**src/design/rqt_pkg.sv**
```systemverilog
// Package for the read quality trimmer: widths, codes, base type and error-probability table.
package rqt_pkg;

    // Field and register widths
    localparam int QUAL_W     = 7;   // phred quality
    localparam int PROB_W     = 17;  // Q0.16 probability, 1.0 included
    localparam int MINP_W     = 16;  // min_prob register
    localparam int AVG_W      = 7;   // min_avg_qual register
    localparam int LEN_W      = 13;  // positions, lengths, trim bounds
    localparam int SUM_W      = 32;  // running score sum
    localparam int QSUM_W     = 19;  // running quality total
    localparam int CFG_IDX_W  = 3;
    localparam int CFG_DATA_W = 16;
    localparam int PROB_TBL_N = 52;  // qualities at or above this map to zero

    localparam logic [SUM_W-1:0]  SUM_MAX  = '1;
    localparam logic [QSUM_W-1:0] QSUM_MAX = '1;

    // Configuration register indexes
    typedef enum logic [CFG_IDX_W-1:0] {
        CFG_MIN_PROB     = 3'd0,
        CFG_MIN_AVG_QUAL = 3'd1,
        CFG_MIN_LENGTH   = 3'd2,
        CFG_FIRST_POS    = 3'd3,
        CFG_LAST_POS     = 3'd4
    } t_cfg_idx;

    // One base as it travels through the input register
    typedef struct packed {
        logic [QUAL_W-1:0] quality;
        logic              is_last;
    } t_base;

    // round(65536 * 10^(-q/10)) for q = 0..51
    localparam logic [PROB_W-1:0] PROB_TBL [PROB_TBL_N] = '{
        17'd65536, 17'd52057, 17'd41350, 17'd32846, 17'd26090,
        17'd20724, 17'd16462, 17'd13076, 17'd10387, 17'd8250,
        17'd6554,  17'd5206,  17'd4135,  17'd3285,  17'd2609,
        17'd2072,  17'd1646,  17'd1308,  17'd1039,  17'd825,
        17'd655,   17'd521,   17'd414,   17'd328,   17'd261,
        17'd207,   17'd165,   17'd131,   17'd104,   17'd83,
        17'd66,    17'd52,    17'd41,    17'd33,    17'd26,
        17'd21,    17'd16,    17'd13,    17'd10,    17'd8,
        17'd7,     17'd5,     17'd4,     17'd3,     17'd3,
        17'd2,     17'd2,     17'd1,     17'd1,     17'd1,
        17'd1,     17'd1
    };

    // Error probability of a phred quality, Q0.16
    function automatic logic [PROB_W-1:0] err_prob(input logic [QUAL_W-1:0] q);
        logic [PROB_W-1:0] p;
        if (q < QUAL_W'(PROB_TBL_N)) begin
            p = PROB_TBL[q[5:0]];
        end else begin
            p = '0;
        end
        return p;
    endfunction

endpackage

```
**src/design/rqt_if.sv**
```systemverilog
// Valid/ready channel interfaces for quality bases in and trim bounds out.
interface rqt_in_if
    import rqt_pkg::*;
();
    logic              valid;
    logic              ready;
    logic [QUAL_W-1:0] quality;
    logic              is_last;

    modport source (output valid, output quality, output is_last, input ready);
    modport sink   (input valid, input quality, input is_last, output ready);
endinterface

interface rqt_out_if
    import rqt_pkg::*;
();
    logic             valid;
    logic             ready;
    logic [LEN_W-1:0] trim_start;
    logic [LEN_W-1:0] trim_end;

    modport source (output valid, output trim_start, output trim_end, input ready);
    modport sink   (input valid, input trim_start, input trim_end, output ready);
endinterface

```
**src/design/rqt_track.sv**
```systemverilog
// Per-base score tracking: running segment, best segment and base position.
module rqt_track
    import rqt_pkg::*;
#(
    parameter int MAX_LEN = 4096
) (
    input  logic                       i_clk,
    input  logic                       i_rst_n,
    input  logic                       i_proc,
    input  t_base                      i_base,
    input  logic [MINP_W-1:0]          i_min_prob,
    input  logic [LEN_W-1:0]           i_first_pos,
    input  logic [LEN_W-1:0]           i_last_pos,
    output logic [$clog2(MAX_LEN+1)-1:0] o_fin_start,
    output logic [$clog2(MAX_LEN+1)-1:0] o_fin_end,
    output logic [QSUM_W-1:0]          o_fin_qual
);

    localparam int PW = $clog2(MAX_LEN + 1);
    localparam int CW = (PW > LEN_W) ? PW : LEN_W;
    localparam int SW = SUM_W + 2;
    localparam logic [PW-1:0] POS_MAX = PW'(MAX_LEN);

    logic [PW-1:0]     r_pos, n_pos;
    logic [SUM_W-1:0]  r_run_sum, n_run_sum;
    logic [QSUM_W-1:0] r_run_qual, n_run_qual;
    logic [PW-1:0]     r_run_start, n_run_start;
    logic [SUM_W-1:0]  r_best_sum, n_best_sum;
    logic [QSUM_W-1:0] r_best_qual, n_best_qual;
    logic [PW-1:0]     r_best_start, n_best_start;
    logic [PW-1:0]     r_best_end, n_best_end;

    logic [PW-1:0]       cur_start;
    logic [PW-1:0]       pos_inc;
    logic                in_win;
    logic signed [SW-1:0] score;
    logic [QSUM_W:0]     qual_add;
    logic [QSUM_W-1:0]   qual_sat;
    logic [SUM_W-1:0]    upd_sum;
    logic [QSUM_W-1:0]   upd_qual;
    logic [PW-1:0]       upd_start;

    // Window test and the run start seen by this base
    always_comb begin
        cur_start = (r_pos == '0) ? PW'(i_first_pos) : r_run_start;
        pos_inc   = r_pos + PW'(1);
        in_win    = (CW'(r_pos) >= CW'(i_first_pos)) && (r_pos < POS_MAX) &&
                    ((i_last_pos == '0) || (CW'(r_pos) < CW'(i_last_pos)));
    end

    // Score add, quality total, and run restart on a non-positive sum
    always_comb begin
        score = $signed({2'b00, r_run_sum}) + $signed(SW'(i_min_prob))
              - $signed(SW'(err_prob(i_base.quality)));
        qual_add = {1'b0, r_run_qual} + (QSUM_W + 1)'(i_base.quality);
        qual_sat = qual_add[QSUM_W] ? QSUM_MAX : qual_add[QSUM_W-1:0];
        if (score <= 0) begin
            upd_sum   = '0;
            upd_qual  = '0;
            upd_start = pos_inc;
        end else begin
            upd_sum   = score[SUM_W] ? SUM_MAX : score[SUM_W-1:0];
            upd_qual  = qual_sat;
            upd_start = cur_start;
        end
    end

    // Best segment and next state
    always_comb begin
        n_pos        = (r_pos != POS_MAX) ? pos_inc : r_pos;
        n_run_sum    = r_run_sum;
        n_run_qual   = r_run_qual;
        n_run_start  = cur_start;
        n_best_sum   = r_best_sum;
        n_best_qual  = r_best_qual;
        n_best_start = r_best_start;
        n_best_end   = r_best_end;
        if (in_win) begin
            n_run_sum   = upd_sum;
            n_run_qual  = upd_qual;
            n_run_start = upd_start;
            if (upd_sum > r_best_sum) begin
                n_best_sum   = upd_sum;
                n_best_qual  = upd_qual;
                n_best_start = upd_start;
                n_best_end   = pos_inc;
            end
        end
    end

    assign o_fin_start = n_best_start;
    assign o_fin_end   = n_best_end;
    assign o_fin_qual  = n_best_qual;

    // State registers; the last base of a read clears everything
    always_ff @(posedge i_clk) begin
        if (!i_rst_n) begin
            r_pos        <= '0;
            r_run_sum    <= '0;
            r_run_qual   <= '0;
            r_run_start  <= '0;
            r_best_sum   <= '0;
            r_best_qual  <= '0;
            r_best_start <= '0;
            r_best_end   <= '0;
        end else if (i_proc) begin
            if (i_base.is_last) begin
                r_pos        <= '0;
                r_run_sum    <= '0;
                r_run_qual   <= '0;
                r_run_start  <= '0;
                r_best_sum   <= '0;
                r_best_qual  <= '0;
                r_best_start <= '0;
                r_best_end   <= '0;
            end else begin
                r_pos        <= n_pos;
                r_run_sum    <= n_run_sum;
                r_run_qual   <= n_run_qual;
                r_run_start  <= n_run_start;
                r_best_sum   <= n_best_sum;
                r_best_qual  <= n_best_qual;
                r_best_start <= n_best_start;
                r_best_end   <= n_best_end;
            end
        end
    end

    // A best segment with a positive score always ends after it starts
    a_best_order: assert property (@(posedge i_clk) disable iff (!i_rst_n)
        (r_best_sum != '0) |-> (r_best_end > r_best_start))
        else $error("best segment end not past its start");

    // Position never passes its saturation point
    a_pos_bound: assert property (@(posedge i_clk) disable iff (!i_rst_n)
        r_pos <= POS_MAX)
        else $error("position beyond limit");

    // The last base of a read leaves the tracker cleared
    a_read_clear: assert property (@(posedge i_clk) disable iff (!i_rst_n)
        (i_proc && i_base.is_last) |=> (r_pos == '0 && r_best_sum == '0))
        else $error("tracker not cleared after read end");

endmodule

```
**src/design/rqt_judge.sv**
```systemverilog
// Final check of the best segment: minimum length and mean quality by multiplication.
module rqt_judge
    import rqt_pkg::*;
#(
    parameter int MAX_LEN = 4096
) (
    input  logic [$clog2(MAX_LEN+1)-1:0] i_start,
    input  logic [$clog2(MAX_LEN+1)-1:0] i_end,
    input  logic [QSUM_W-1:0]            i_qual,
    input  logic [AVG_W-1:0]             i_mean_floor,
    input  logic [LEN_W-1:0]             i_min_length,
    output logic [LEN_W-1:0]             o_trim_start,
    output logic [LEN_W-1:0]             o_trim_end
);

    localparam int PW = $clog2(MAX_LEN + 1);
    localparam int CW = (PW > LEN_W) ? PW : LEN_W;
    localparam int MW = AVG_W + PW;
    localparam int QW = (MW > QSUM_W) ? MW : QSUM_W;

    logic [PW-1:0] seg_len;
    logic [MW-1:0] need;
    logic          reject;

    // Length, required quality total, and the accept decision
    always_comb begin
        seg_len = (i_end > i_start) ? (i_end - i_start) : '0;
        need    = MW'(i_mean_floor) * MW'(seg_len);
        reject  = (CW'(seg_len) < CW'(i_min_length)) || (QW'(i_qual) < QW'(need));
        o_trim_start = reject ? '0 : LEN_W'(i_start);
        o_trim_end   = reject ? '0 : LEN_W'(i_end);
    end

endmodule

```
**src/design/read_quality_trimmer_top.sv**
```systemverilog
// Read quality trimmer: one base per cycle, best-segment search with a trim result per read.
//
// Each transaction on the input channel carries one phred quality; the block accepts one
// every clock cycle except during the read-end stall below. A base passes an input
// register, then updates the segment tracker (one table lookup, a 34-bit add and a 32-bit
// compare). The base marked is_last hands the best segment to a final register, and the
// length / mean-quality check (a 7 x 13-bit multiply and compare) fills the output
// register from it, so a trim result goes from the input register through the final and
// output registers. Bases that are not the last keep flowing while results wait on the
// output; a read end stalls input only while both result registers are full and the output
// is blocked. Configuration writes take effect at once and are meant for the idle time
// between reads. Positions from MAX_LEN on are not scored.
module read_quality_trimmer_top
    import rqt_pkg::*;
#(
    parameter int MAX_LEN = 4096
) (
    input  logic                  i_clk,
    input  logic                  i_rst_n,
    input  logic                  i_cfg_we,
    input  logic [CFG_IDX_W-1:0]  i_cfg_idx,
    input  logic [CFG_DATA_W-1:0] i_cfg_data,
    rqt_in_if.sink                i_in_ch,
    rqt_out_if.source             o_out_ch
);

    localparam int PW = $clog2(MAX_LEN + 1);

    // Configuration registers
    logic [MINP_W-1:0] r_min_prob;
    logic [AVG_W-1:0]  r_mean_floor;
    logic [LEN_W-1:0]  r_min_length;
    logic [LEN_W-1:0]  r_first_pos;
    logic [LEN_W-1:0]  r_last_pos;

    always_ff @(posedge i_clk) begin
        if (!i_rst_n) begin
            r_min_prob     <= MINP_W'(3277);
            r_mean_floor   <= AVG_W'(10);
            r_min_length   <= LEN_W'(50);
            r_first_pos    <= '0;
            r_last_pos     <= '0;
        end else if (i_cfg_we) begin
            case (i_cfg_idx)
                CFG_MIN_PROB:     r_min_prob     <= i_cfg_data[MINP_W-1:0];
                CFG_MIN_AVG_QUAL: r_mean_floor   <= i_cfg_data[AVG_W-1:0];
                CFG_MIN_LENGTH:   r_min_length   <= i_cfg_data[LEN_W-1:0];
                CFG_FIRST_POS:    r_first_pos    <= i_cfg_data[LEN_W-1:0];
                CFG_LAST_POS:     r_last_pos     <= i_cfg_data[LEN_W-1:0];
                default: ;
            endcase
        end
    end

    // Pipeline control
    logic r_in_valid;
    t_base r_in_base;
    logic r_fin_valid;
    logic [PW-1:0]     r_fin_start;
    logic [PW-1:0]     r_fin_end;
    logic [QSUM_W-1:0] r_fin_qual;
    logic r_out_valid;
    logic [LEN_W-1:0] r_out_start;
    logic [LEN_W-1:0] r_out_end;

    logic out_free;
    logic fin_free;
    logic proc;
    logic in_take;

    assign out_free = !r_out_valid || o_out_ch.ready;
    assign fin_free = !r_fin_valid || out_free;
    assign proc     = r_in_valid && (!r_in_base.is_last || fin_free);
    assign in_take  = i_in_ch.valid && i_in_ch.ready;
    assign i_in_ch.ready = !r_in_valid || proc;

    // Input register
    always_ff @(posedge i_clk) begin
        if (!i_rst_n) begin
            r_in_valid <= 1'b0;
        end else if (i_in_ch.ready) begin
            r_in_valid <= i_in_ch.valid;
        end
    end

    always_ff @(posedge i_clk) begin
        if (in_take) begin
            r_in_base <= '{quality: i_in_ch.quality, is_last: i_in_ch.is_last};
        end
    end

    // Segment tracker
    logic [PW-1:0]     fin_start;
    logic [PW-1:0]     fin_end;
    logic [QSUM_W-1:0] fin_qual;

    rqt_track #(
        .MAX_LEN (MAX_LEN)
    ) u_track (
        .i_clk       (i_clk),
        .i_rst_n     (i_rst_n),
        .i_proc      (proc),
        .i_base      (r_in_base),
        .i_min_prob  (r_min_prob),
        .i_first_pos (r_first_pos),
        .i_last_pos  (r_last_pos),
        .o_fin_start (fin_start),
        .o_fin_end   (fin_end),
        .o_fin_qual  (fin_qual)
    );

    // Best segment of a finished read
    always_ff @(posedge i_clk) begin
        if (!i_rst_n) begin
            r_fin_valid <= 1'b0;
        end else if (proc && r_in_base.is_last) begin
            r_fin_valid <= 1'b1;
        end else if (out_free) begin
            r_fin_valid <= 1'b0;
        end
    end

    always_ff @(posedge i_clk) begin
        if (proc && r_in_base.is_last) begin
            r_fin_start <= fin_start;
            r_fin_end   <= fin_end;
            r_fin_qual  <= fin_qual;
        end
    end

    // Final check into the output register
    logic [LEN_W-1:0] judge_start;
    logic [LEN_W-1:0] judge_end;

    rqt_judge #(
        .MAX_LEN (MAX_LEN)
    ) u_judge (
        .i_start        (r_fin_start),
        .i_end          (r_fin_end),
        .i_qual         (r_fin_qual),
        .i_mean_floor   (r_mean_floor),
        .i_min_length   (r_min_length),
        .o_trim_start   (judge_start),
        .o_trim_end     (judge_end)
    );

    always_ff @(posedge i_clk) begin
        if (!i_rst_n) begin
            r_out_valid <= 1'b0;
        end else if (out_free) begin
            r_out_valid <= r_fin_valid;
        end
    end

    always_ff @(posedge i_clk) begin
        if (out_free && r_fin_valid) begin
            r_out_start <= judge_start;
            r_out_end   <= judge_end;
        end
    end

    assign o_out_ch.valid      = r_out_valid;
    assign o_out_ch.trim_start = r_out_start;
    assign o_out_ch.trim_end   = r_out_end;

    // A finished read waits in place while the output register is blocked
    a_fin_hold: assert property (@(posedge i_clk) disable iff (!i_rst_n)
        (r_fin_valid && !out_free) |=> r_fin_valid)
        else $error("finished read lost while output stalled");

    // A read end is only processed when the final register can take it
    a_fin_room: assert property (@(posedge i_clk) disable iff (!i_rst_n)
        (proc && r_in_base.is_last) |-> fin_free)
        else $error("read end processed without room for its result");

    // A read end reaches the output register when nothing is in the way
    a_fin_to_out: assert property (@(posedge i_clk) disable iff (!i_rst_n)
        (r_fin_valid && out_free) |=> r_out_valid)
        else $error("finished read did not reach the output");

    // A stalled input register blocks the input channel
    a_in_block: assert property (@(posedge i_clk) disable iff (!i_rst_n)
        (r_in_valid && !proc) |-> !i_in_ch.ready)
        else $error("input accepted while input register stalled");

endmodule
```
**src/flat_wrapper.sv**
```systemverilog
// flat-port wrapper written by rule: the top's interface ports become plain ports
module read_quality_trimmer_top_flat import rqt_pkg::*;
#(
    parameter int MAX_LEN = 4096
)
  (i_clk, i_rst_n, i_cfg_we, i_cfg_idx, i_cfg_data, i_in_ch_valid, i_in_ch_quality, i_in_ch_is_last, i_in_ch_ready, o_out_ch_valid, o_out_ch_trim_start, o_out_ch_trim_end, o_out_ch_ready);
  rqt_in_if i_in_ch_i ();
  rqt_out_if o_out_ch_i ();
  input  logic i_clk;
  input  logic i_rst_n;
  input  logic i_cfg_we;
  input  logic [CFG_IDX_W-1:0] i_cfg_idx;
  input  logic [CFG_DATA_W-1:0] i_cfg_data;
  input wire logic [$bits(i_in_ch_i.valid)-1:0] i_in_ch_valid;
  input wire logic [$bits(i_in_ch_i.quality)-1:0] i_in_ch_quality;
  input wire logic [$bits(i_in_ch_i.is_last)-1:0] i_in_ch_is_last;
  output wire logic [$bits(i_in_ch_i.ready)-1:0] i_in_ch_ready;
  output wire logic [$bits(o_out_ch_i.valid)-1:0] o_out_ch_valid;
  output wire logic [$bits(o_out_ch_i.trim_start)-1:0] o_out_ch_trim_start;
  output wire logic [$bits(o_out_ch_i.trim_end)-1:0] o_out_ch_trim_end;
  input wire logic [$bits(o_out_ch_i.ready)-1:0] o_out_ch_ready;
  assign i_in_ch_i.valid = i_in_ch_valid;
  assign i_in_ch_i.quality = i_in_ch_quality;
  assign i_in_ch_i.is_last = i_in_ch_is_last;
  assign i_in_ch_ready = i_in_ch_i.ready;
  assign o_out_ch_valid = o_out_ch_i.valid;
  assign o_out_ch_trim_start = o_out_ch_i.trim_start;
  assign o_out_ch_trim_end = o_out_ch_i.trim_end;
  assign o_out_ch_i.ready = o_out_ch_ready;
  read_quality_trimmer_top #(.MAX_LEN(MAX_LEN)) u_core (.i_clk(i_clk), .i_rst_n(i_rst_n), .i_cfg_we(i_cfg_we), .i_cfg_idx(i_cfg_idx), .i_cfg_data(i_cfg_data), .i_in_ch(i_in_ch_i), .o_out_ch(o_out_ch_i));
endmodule
```
**config.mk**
```make
export PLATFORM = sky130hd
export DESIGN_NAME = read_quality_trimmer_top_flat
export DESIGN_NICKNAME = d
export VERILOG_FILES = /design/src/design/rqt_pkg.sv /design/src/design/rqt_if.sv /design/src/design/rqt_track.sv /design/src/design/rqt_judge.sv /design/src/design/read_quality_trimmer_top.sv /design/src/flat_wrapper.sv
export SDC_FILE = /design/constraint.sdc
export NUM_CORES = 1
export LEC_CHECK = 0
export BUFFER_PORTS_ARGS = -buffer_cell sky130_fd_sc_hd__buf_2
export CORE_ASPECT_RATIO = 0.75
export CORE_MARGIN = 8
export CORE_UTILIZATION = 35
export DETAILED_ROUTE_END_ITERATION = 8
export PLACE_DENSITY = 0.48
export SYNTH_ARGS = -nofsm -noshare
export SYNTH_HDL_FRONTEND = slang
export SYNTH_HIERARCHICAL = 1
export SYNTH_SLANG_ARGS = --single-unit
export TNS_END_PERCENT = 5
```
**constraint.sdc**
```tcl
create_clock -name i_clk -period 10.48 [get_ports i_clk]
set_input_delay 0.524 -clock i_clk [delete_from_list [all_inputs] [get_ports i_clk]]
set_output_delay 0.524 -clock i_clk [all_outputs]
set_load 0.02 [all_outputs]
```
==> impl_metrics.xml <==
<?xml version="1.0" encoding="UTF-8"?>
<metrics>
  <group name="worst_setup_path">
    <metric name="timing.critical_path.to_type" unit="">register</metric>
    <metric name="worst_endpoint_required_time" unit="ns">10.96</metric>
    <metric name="critical_path.startpoint_type" unit="">register</metric>
    <metric name="path_max_fanout" unit="">52</metric>
    <metric name="worst_path_largest_cell_delay" unit="ns">0.79</metric>
    <metric name="worst_path_max_delay_cell" unit="">sky130_fd_sc_hd__nor2b_1</metric>
    <metric name="timing.critical_path.arrival" unit="ns">10.16</metric>
    <metric name="setup.worst_path.class" unit="">register to register</metric>
    <metric name="critical_path.most_common_cell" unit="">sky130_fd_sc_hd__a21oi_1</metric>
    <metric name="rr_worst_depth" unit="">33</metric>
  </group>
  <group name="timing">
    <metric name="worst_pin_slew" unit="ns">1.276</metric>
    <metric name="timing_hold_violations_final" unit="">0</metric>
    <metric name="fin_setup_tns" unit="ns">0</metric>
    <metric name="final-setup-viol-count" unit="">0</metric>
    <metric name="max_freq" unit="MHz">103.4</metric>
    <metric name="max-slew-margin-rel" unit="">0.1458</metric>
    <metric name="hold_ws" unit="ns">0.1421</metric>
    <metric name="fin_worst_skew" unit="ns">0.02200</metric>
    <metric name="timing.final.max_slew_violations" unit="">0</metric>
    <metric name="share_of_the_clock_period_used_by_the_worst_path" unit="">0.9232</metric>
    <metric name="timing.final.ws_setup" unit="ns">0.8045</metric>
    <metric name="setup_repair_after_global_routing_missed_its_margin" unit="">false</metric>
    <metric name="final.min_clock_period" unit="ns">9.675</metric>
  </group>
  <group name="synthesis">
    <metric name="synth-seq-cells" unit="">298</metric>
    <metric name="async_flop_share" unit="">0</metric>
    <metric name="synth_edf_count" unit="">79</metric>
    <metric name="ys.warnings.count" unit="">6</metric>
    <metric name="synth_fp_nets" unit="">2890</metric>
    <metric name="synth_largest_type_area_fraction" unit="">0.1968</metric>
    <metric name="yosysSeqAreaShare" unit="">0.3033</metric>
    <metric name="area_leader_netlist" unit="">sky130_fd_sc_hd__dfxtp_1</metric>
    <metric name="synth.avg_cell_area" unit="um^2">8.528</metric>
    <metric name="synthesized_netlist_cell_count" unit="">2612</metric>
    <metric name="synthTopCellsByArea" unit="">sky130_fd_sc_hd__dfxtp_1, sky130_fd_sc_hd__edfxtp_1, sky130_fd_sc_hd__ha_1, sky130_fd_sc_hd__nand2_1, sky130_fd_sc_hd__fa_1</metric>
    <metric name="synth_area" unit="um^2">22280</metric>
    <metric name="yosysMostFrequentCell" unit="">sky130_fd_sc_hd__nand2_1</metric>
    <metric name="synth_top_cells_by_count" unit="">sky130_fd_sc_hd__nand2_1, sky130_fd_sc_hd__dfxtp_1, sky130_fd_sc_hd__inv_1</metric>
    <metric name="post_synth_num_cell_types" unit="">97</metric>
    <metric name="synth_ff_type" unit="">sky130_fd_sc_hd__dfxtp_1</metric>
  </group>
  <group name="job">
    <metric name="cap_viol_max_count" unit="">0</metric>
  </group>
  <group name="clock_tree">
    <metric name="cts_tree" unit="">yes</metric>
    <metric name="hold_buffers" unit="">0</metric>
    <metric name="clock_tree.htree_level_count" unit="">2</metric>
    <metric name="clk_pin_slew" unit="ns">0.06</metric>
    <metric name="numClockSinks" unit="">298</metric>
    <metric name="root_buffer" unit="">sky130_fd_sc_hd__clkbuf_16</metric>
    <metric name="clockBufferDepth" unit="">3</metric>
    <metric name="cts-buffers-inserted" unit="">37</metric>
    <metric name="post_cts_buffers" unit="">0</metric>
    <metric name="postCtsResizedCells" unit="">0</metric>
    <metric name="clkLatencyLatePin" unit="ns">0.56</metric>
  </group>
  <group name="floorplan">
    <metric name="floorplan.io_pins" unit="">60</metric>
    <metric name="placementRows" unit="">80</metric>
    <metric name="core-area" unit="um^2">63260</metric>
    <metric name="die_width" unit="um">307.3</metric>
    <metric name="floorplan.initialDensity" unit="">0.3521</metric>
    <metric name="die_y" unit="um">234.5</metric>
    <metric name="die_area" unit="um^2">72060</metric>
  </group>
  <group name="global_route">
    <metric name="grt_first_pass_wirelength" unit="mm">110.2</metric>
    <metric name="number_of_antenna_violations_at_the_first_check_in_global_routing" unit="">1</metric>
    <metric name="first_global_vias" unit="">18833</metric>
    <metric name="gr-total-overflow" unit="">0</metric>
    <metric name="grt_util_all_layers" unit="">0.1930</metric>
    <metric name="grt_start_max_net_pins" unit="">74</metric>
  </group>
  <group name="detailed_routing">
    <metric name="dr.first_iter.drc_count" unit="">1626</metric>
    <metric name="detail_route.first_pass.iterations" unit="">8</metric>
    <metric name="wl_per_cell" unit="um">20.15</metric>
    <metric name="dr_total_vias" unit="">19246</metric>
    <metric name="routed_wl" unit="mm">70.49</metric>
    <metric name="drt.antenna.violating_nets" unit="">0</metric>
    <metric name="route.detailed.drc" unit="">0</metric>
    <metric name="routed_via_density" unit="">5.502</metric>
  </group>
  <group name="status">
    <metric name="status" unit="">complete, no violations</metric>
  </group>
  <group name="final_layout">
    <metric name="postLayoutCellArea" unit="um^2">24500</metric>
    <metric name="design.final.nets" unit="">2886</metric>
    <metric name="seq_cell_area" unit="um^2">6756</metric>
    <metric name="fillers" unit="">6459</metric>
    <metric name="areaGrowthSynthToFinish" unit="%">9.998</metric>
    <metric name="multi_input_area" unit="um^2">14230</metric>
    <metric name="final_layout_size_suffix_gt1_frac" unit="">0.08536</metric>
  </group>
  <group name="placed_design">
    <metric name="io_buffer_count" unit="">59</metric>
    <metric name="dp.final_hpwl" unit="mm">53.72</metric>
    <metric name="post_dp_cell_area" unit="um^2">23340</metric>
    <metric name="routabilityCongestion" unit="">0.8749</metric>
    <metric name="place_ws" unit="ns">0.9263</metric>
  </group>
  <group name="hold_path">
    <metric name="hold-path-cell-count" unit="">1</metric>
    <metric name="worst_hold_path_type" unit="">primary input to register</metric>
  </group>
  <group name="power_and_ir_drop">
    <metric name="max-vdd-ir-drop" unit="mV">0.3234</metric>
    <metric name="p_leak" unit="nW">10.05</metric>
    <metric name="total_power" unit="mW">7.197</metric>
    <metric name="power_per_cell_area" unit="nW/um^2">293.7</metric>
  </group>
</metrics>
==> state kept, by name (all words and copies together) (netlist names), 13 cells and up <==
name                         flops
u_core/u_track/r_run_qual       19
u_core/u_track/r_best_start     13
u_core/r_min_length             13
u_core/r_fin_start              13
u_core/r_first_pos              13
u_core/r_min_prob               16
u_core/r_fin_end                13
u_core/o_out_ch.trim_end        13
u_core/u_track/r_run_start      13
u_core/u_track/r_run_sum        32
u_core/u_track/r_best_end       13
u_core/u_track/r_pos            13
u_core/u_track/r_best_qual      19
u_core/u_track/r_best_sum       32
u_core/r_last_pos               13
u_core/r_fin_qual               19
u_core/o_out_ch.trim_start      13
==> per-layer routing <==
layer  share of wire  wire [um]  vias to the layer above  track usage
li1                -          -                     9290            -
met1            0.51      35890                     9377       0.2914
met2            0.41      28690                      496       0.2802
met3           0.064       4509                       83      0.03846
met4           0.020       1402                        0      0.04122
met5               0          0                        -            0
==> where the power goes <==
group          switching (mW)  leakage (nW)  internal [mW]
sequential             0.0800          2.48           1.33
combinational            2.99          6.99           1.55
clock                   0.532         0.577          0.710
==> layout by cell type, fill, tap and decap left out, drive strengths merged, types with 9 or more instances in the layout <==
| master | instances |
|---|---|
| xor2 | 49 |
| a221o | 10 |
| and4 | 13 |
| nor3 | 70 |
| nor4 | 17 |
| nand2 | 326 |
| o21a | 16 |
| nand3 | 72 |
| a21oi | 135 |
| inv | 193 |
| buf | 93 |
| a31oi | 21 |
| a22oi | 33 |
| o221ai | 18 |
| clkbuf | 45 |
| nor2b | 68 |
| nand4 | 35 |
| dfxtp | 219 |
| or3 | 15 |
| a211oi | 23 |
| a21boi | 9 |
| or2 | 14 |
| o31ai | 19 |
| edfxtp | 79 |
| o21ai | 177 |
| xnor2 | 52 |
| and3 | 40 |
| clkinv | 20 |
| and2 | 69 |
| o211ai | 20 |
| nor2 | 139 |
| a21o | 43 |
| fa | 58 |
| ha | 188 |
| mux2i | 67 |
| nand2b | 16 |
| a22o | 55 |
| a31o | 11 |
==> worst max-delay path: cells and delay by family, from the launching register on <==
family / cells / cell delay, ns
AOI/OAI and AO/OA: 16 / 3.87
xor gates and xnor gates: 1 / 0.09
and+or+nand+nor: 10 / 3.27
adders and majority gates: 4 / 1.33
buffers and inverters: 2 / 0.69
DFF: 1 / 0.31
==> cell type report <==
type / count / area share
tap: 861 / 0.04396
multi-input combinational: 1986 / 0.5807
antenna: 1 / 0.0001021
inverter: 192 / 0.02941
sequential: 298 / 0.2757
clock inverter: 22 / 0.006842
clock buffer: 45 / 0.04070
timing repair buffer: 93 / 0.02257
==> path summary, 6_finish.rpt <==
check | startpoint | endpoint | slack, ns
worst max-delay path | u_core/r_min_prob[0] | u_core/u_track/r_best_end[11] | 0.80
worst max register to register | u_core/r_min_prob[0] | u_core/u_track/r_best_end[11] | 0.80
worst min register to register | u_core/u_track/r_best_sum[25] | u_core/u_track/r_best_sum[25] | 0.45
worst min-delay path | i_in_ch_quality[2] | u_core/r_in_base[3] | 0.14
==> stage by stage <==
stage,instances,utilization
CTS,3497,0.3873
detailed placement,3430,0.3689
floorplan,2612,-
global placement,3430,0.3689
global route,3497,0.3873
finish,3498,0.3873
==> cell families after synthesis <==
kind of cell,synth area share
XOR/XNOR,0.03971
adder cells (fa/ha/maj),0.1577
flip-flops,0.3033
buffers and inverters,0.06077
multiplexers,0.03213
AO/OA/AOI/OAI,0.1937
AND/OR/NAND/NOR,0.2127
Power figures use the tool's default switching activity.
